`src/rtl/dfr_sqrt.sv`:
```
`timescale 1ns / 1ps
// ---------------------------------------------------------------------------
// dfr_sqrt
// pipelined digit-by-digit integer square root, one result bit per stage
// ---------------------------------------------------------------------------
module dfr_sqrt #(
    parameter int RW = 31,
    parameter int TW = 1
) (
    input  logic            i_clk,
    input  logic            i_rst_n,
    input  logic [2*RW-1:0] i_rad,
    input  logic [TW-1:0]   i_tag,
    output logic [RW-1:0]   o_root,
    output logic [TW-1:0]   o_tag
);
    // the tag carries the valid bit, so it is cleared by reset
    logic [2*RW-1:0] r_rad [RW+1];
    logic [RW+1:0]   r_rem [RW+1];
    logic [RW-1:0]   r_rt  [RW+1];
    logic [TW-1:0]   r_tag [RW+1];

    always_ff @(posedge i_clk) begin
        r_rad[0] <= i_rad;
        r_rem[0] <= '0;
        r_rt[0]  <= '0;
        if (!i_rst_n) r_tag[0] <= '0;
        else          r_tag[0] <= i_tag;
    end

    for (genvar s = 0; s < RW; s++) begin : g_st
        logic [RW+1:0] w_cur;
        logic [RW+1:0] w_try;
        assign w_cur = {r_rem[s][RW-1:0], r_rad[s][2*RW-1 -: 2]};
        assign w_try = {r_rt[s], 2'b01};
        always_ff @(posedge i_clk) begin
            r_rad[s+1] <= {r_rad[s][2*RW-3:0], 2'b00};
            if (!i_rst_n) r_tag[s+1] <= '0;
            else          r_tag[s+1] <= r_tag[s];
            if (w_cur >= w_try) begin
                r_rem[s+1] <= w_cur - w_try;
                r_rt[s+1]  <= {r_rt[s][RW-2:0], 1'b1};
            end else begin
                r_rem[s+1] <= w_cur;
                r_rt[s+1]  <= {r_rt[s][RW-2:0], 1'b0};
            end
        end
    end

    assign o_root = r_rt[RW];
    assign o_tag  = r_tag[RW];
endmodule

```
`config.mk`:
```
export PLATFORM = sky130hd
export DESIGN_NAME = dfr_sqrt
export DESIGN_NICKNAME = d
export VERILOG_FILES = /design/src/rtl/dfr_sqrt.sv
export SDC_FILE = /design/constraint.sdc
export NUM_CORES = 2
export LEC_CHECK = 0
export ABC_CLOCK_PERIOD_IN_PS = 4400
export BUFFER_PORTS_ARGS = -buffer_cell sky130_fd_sc_hd__buf_2
export CORE_MARGIN = 2
export CORE_UTILIZATION = 62
export CTS_CLUSTER_DIAMETER = 120
export DETAILED_ROUTE_END_ITERATION = 12
export PLACE_DENSITY = 0.84
export SLEW_MARGIN = 20
export SYNTH_ARGS = -nofsm -noshare
export SYNTH_HDL_FRONTEND = slang
export SYNTH_SLANG_ARGS = --single-unit
```
`constraint.sdc`:
```
create_clock -name i_clk -period 4.4 [get_ports i_clk]
set_input_delay 0.88 -clock i_clk [delete_from_list [all_inputs] [get_ports i_clk]]
set_output_delay 0.88 -clock i_clk [all_outputs]
set_load 0.005 [all_outputs]
```
==> impl_metrics.toml <==
[run_status]
status = "completed"

[flow_run]
maxCapViolations = 0

[clock_tree]
cts-root-buf = "clkbuf_16"
hold_buffers = 0
post_cts_buffers = 0
clk_pin_slew_ns = 0.06
h-tree-depth = 4
postCtsResizedCells = 0
numCtsBuffers = 218
cts.sinks = 2407
clock_path_buffers = 3
insertion_delay_ns = 0.86
cts_tree = "done"

[critical_path]
critical-path-max-stage-delay_ns = 0.61
arrival_ns = 4.43
path_delay_family = "compound AO/OA/AOI/OAI gates"
crit_buf_inv = 1
path_class = "reg2reg"
required_ns = 5.09
critPathMaxFanout = 6
slowest_stage = "o21ai_0"
path_cells = "inv_1 > ha_1 > o21a_1 > o21ai_1 > a21oi_1 > o31a_1 > or4b_1 > a2111o_1 > o21ai_0 > nor4_1 > xor2_1"
cp-start-kind = "flip-flop"
end_kind = "flip-flop"

[cells_and_area]
seq_area_sq_um = 48190
multiInputGateArea_sq_um = 35290
fill_cells = 9782
drive_above_1_share_pct = 7.746
final_cell_count_no_fill = 10603
syn2layout_area_growth_pct = 11.82
layout.nets = 9144
n_antenna_cell = 0

[logic_synthesis]
synth_most_common_cell = "dfxtp_1"
synth_area_leader_cell = "dfxtp_1"
synth.area.top_cells = "dfxtp_1, ha_1, xnor2_1, xor2_1, a21oi_1"
netlist_top_cells_count = "dfxtp_1, inv_1, nand2_1"
async_flop_share_pct = 0
syn_area_per_cell_sq_um = 10.32
syn_area_sq_um = 86540
ys_seq_elements = 2407
yosysWarningCount = 0
synth.top_cell.area_share_pct = 55.68
syn-num-nets = 8980
syn-instance-count = 8387
ys.flop_type = "dfxtp_1"
seq_area_frac_synth_pct = 55.68
synth.distinct_cells = 92
synth_edf_count = 0

[sta]
setup_viol = 0
hold_viol_final = 0
rsz0062_at_grt = "no"
fin_crit_ns = 3.741
skew_ns = 0.06356
drv_slew = 0
slew_headroom_pct = 31.12
fin_crit_sh_pct = 85.01
finalSetupTns_ns = 0
worst_pin_slew_ns = 1.031
max_freq_mhz = 267.3

[power_and_ir_drop]
netSwitchingFraction_pct = 28.78
finalPower_mw = 58.46
ir_drop_v = 0.0004156
power_density_nw_per_um2 = 604.1
p_sw_mw = 16.83
intPower_mw = 41.63
p_seq_share_pct = 48.2
power.leakage_nw = 45.74
pwr-share-clk_pct = 34.2
pwr-share-comb_pct = 17.6

[detailed_routing]
via_per_inst = 5.570
drc_errors = 0
drt_iter0_markers = 3989
avgRoutedWirePerCell_microns = 17.49
drt.antenna.violating_nets = 0
drt_first_pass_iters = 6
vias = 59059
wl_mm = 185.4

[grt]
grt_max_degree = 42
antenna_found_initial = 0
grt_usage_pct = 25.66
gr-total-overflow = 0
grt_pass1_wl_mm = 297.0
grt_pass1_vias = 58653

[die]
fp-row-count = 137
die_x_microns = 377.6
ios = 97
start_util_pct = 62.25
core_sq_um = 139000
dieArea_sq_um = 142600
die_h_microns = 377.6

[place]
dp_hpwl_mm = 132.1
numPlacedInstances = 10207
placement.io_buffers = 96
gp_congestion = 0.9435

[worst_hold_path]
min_path_type = "in2reg"
## registers in the layout, summed over array words and instances, names as in the netlist
signal  flops
r_rad     992
r_rem     887
r_rt      496
r_tag      32
## worst paths after layout
check	startpoint	to	slack (ns)	cells after the start
max	r_rt[9][0]$_DFF_P_	r_rem[5][22]$_DFF_P_	0.66	11
min	i_rad[51]	r_rad[0][51]$_DFF_P_	0.11	1
max reg2reg	r_rt[9][0]$_DFF_P_	r_rem[5][22]$_DFF_P_	0.66	11
min reg2reg	r_rad[5][31]$_DFF_P_	r_rad[6][33]$_DFF_P_	0.28	0
## worst register-to-register path: stages (launching register included)
cell and delay (ns):
dfxtp_1 0.37, inv_1 0.06, ha_1 0.34, o21a_1 0.15, o21ai_1 0.21, a21oi_1 0.12
o31a_1 0.33, or4b_1 0.57, a2111o_1 0.52, o21ai_0 0.61, nor4_1 0.15, xor2_1 0.18
## cell families after synthesis
| logic type | synth area share [%] |
|---|---|
| AO/OA/AOI/OAI | 12.07 |
| flip-flops | 55.68 |
| AND/OR/NAND/NOR | 11.98 |
| multiplexers | 1.452 |
| other | 0.004333 |
| buffers and inverters | 3.648 |
| XOR/XNOR | 7.540 |
| adder cells (fa/ha/maj) | 7.634 |
## power groups by stage
stage / Combinational, mW / Sequential (mW) / Clock [mW]
after floorplan: 8.06 / 27.4 / 0
after global routing: 11.4 / 28.5 / 21.2
after detailed placement: 10.1 / 28.5 / 0
after CTS: 10.2 / 28.1 / 20.4
final: 10.3 / 28.2 / 20.0
after global placement: 9.73 / 28.5 / 0
## layout by cell type, fill, tap and decap left out, types with 100 or more instances in the layout
cell,instances
nand3_1,125
ha_1,528
xor2_1,372
nor2_1,491
nand2_1,536
clkbuf_16,219
xnor2_1,373
nand2b_1,106
a21oi_1,507
o21ai_0,448
mux2_2,100
dfxtp_1,2407
inv_1,648
nor3_1,188
a21o_1,216
## final cells by class
type	count	area share, %
Sequential cell	2407	49.79
Multi-Input combinational cell	5150	36.47
Clock buffer	300	6.453
Inverter	650	2.521
Tap cell	1876	2.426
Clock inverter	96	1.611
Timing Repair Buffer	124	0.7266
## per-layer routing
layer / global-route usage, % / up-vias / part of all wire (%) / wire length (microns)
met5: 0 / - / 0 / 0
li1: - / 28983 / - / -
met2: 45.62 / 1775 / 50 / 92420
met1: 30.29 / 27733 / 41 / 75630
met4: 12.21 / 0 / 4.6 / 8588
met3: 3.802 / 568 / 4.7 / 8786
## metrics by stage
step           setup slack, ns  area (sq um)  util, %  hold slack [ns]
2_1_floorplan            1.176         86540        -           0.3096
3_3_place_gp            0.8595         88960    63.99           0.3099
3_5_place_dp            0.7953         88960    63.99           0.3121
4_1_cts                 0.7373         96770    69.61          0.03308
5_1_grt                 0.4465         96770    69.61          0.05641
6_report                0.6595         96770    69.61           0.1114
No activity file was read; power rests on OpenSTA's default activity.
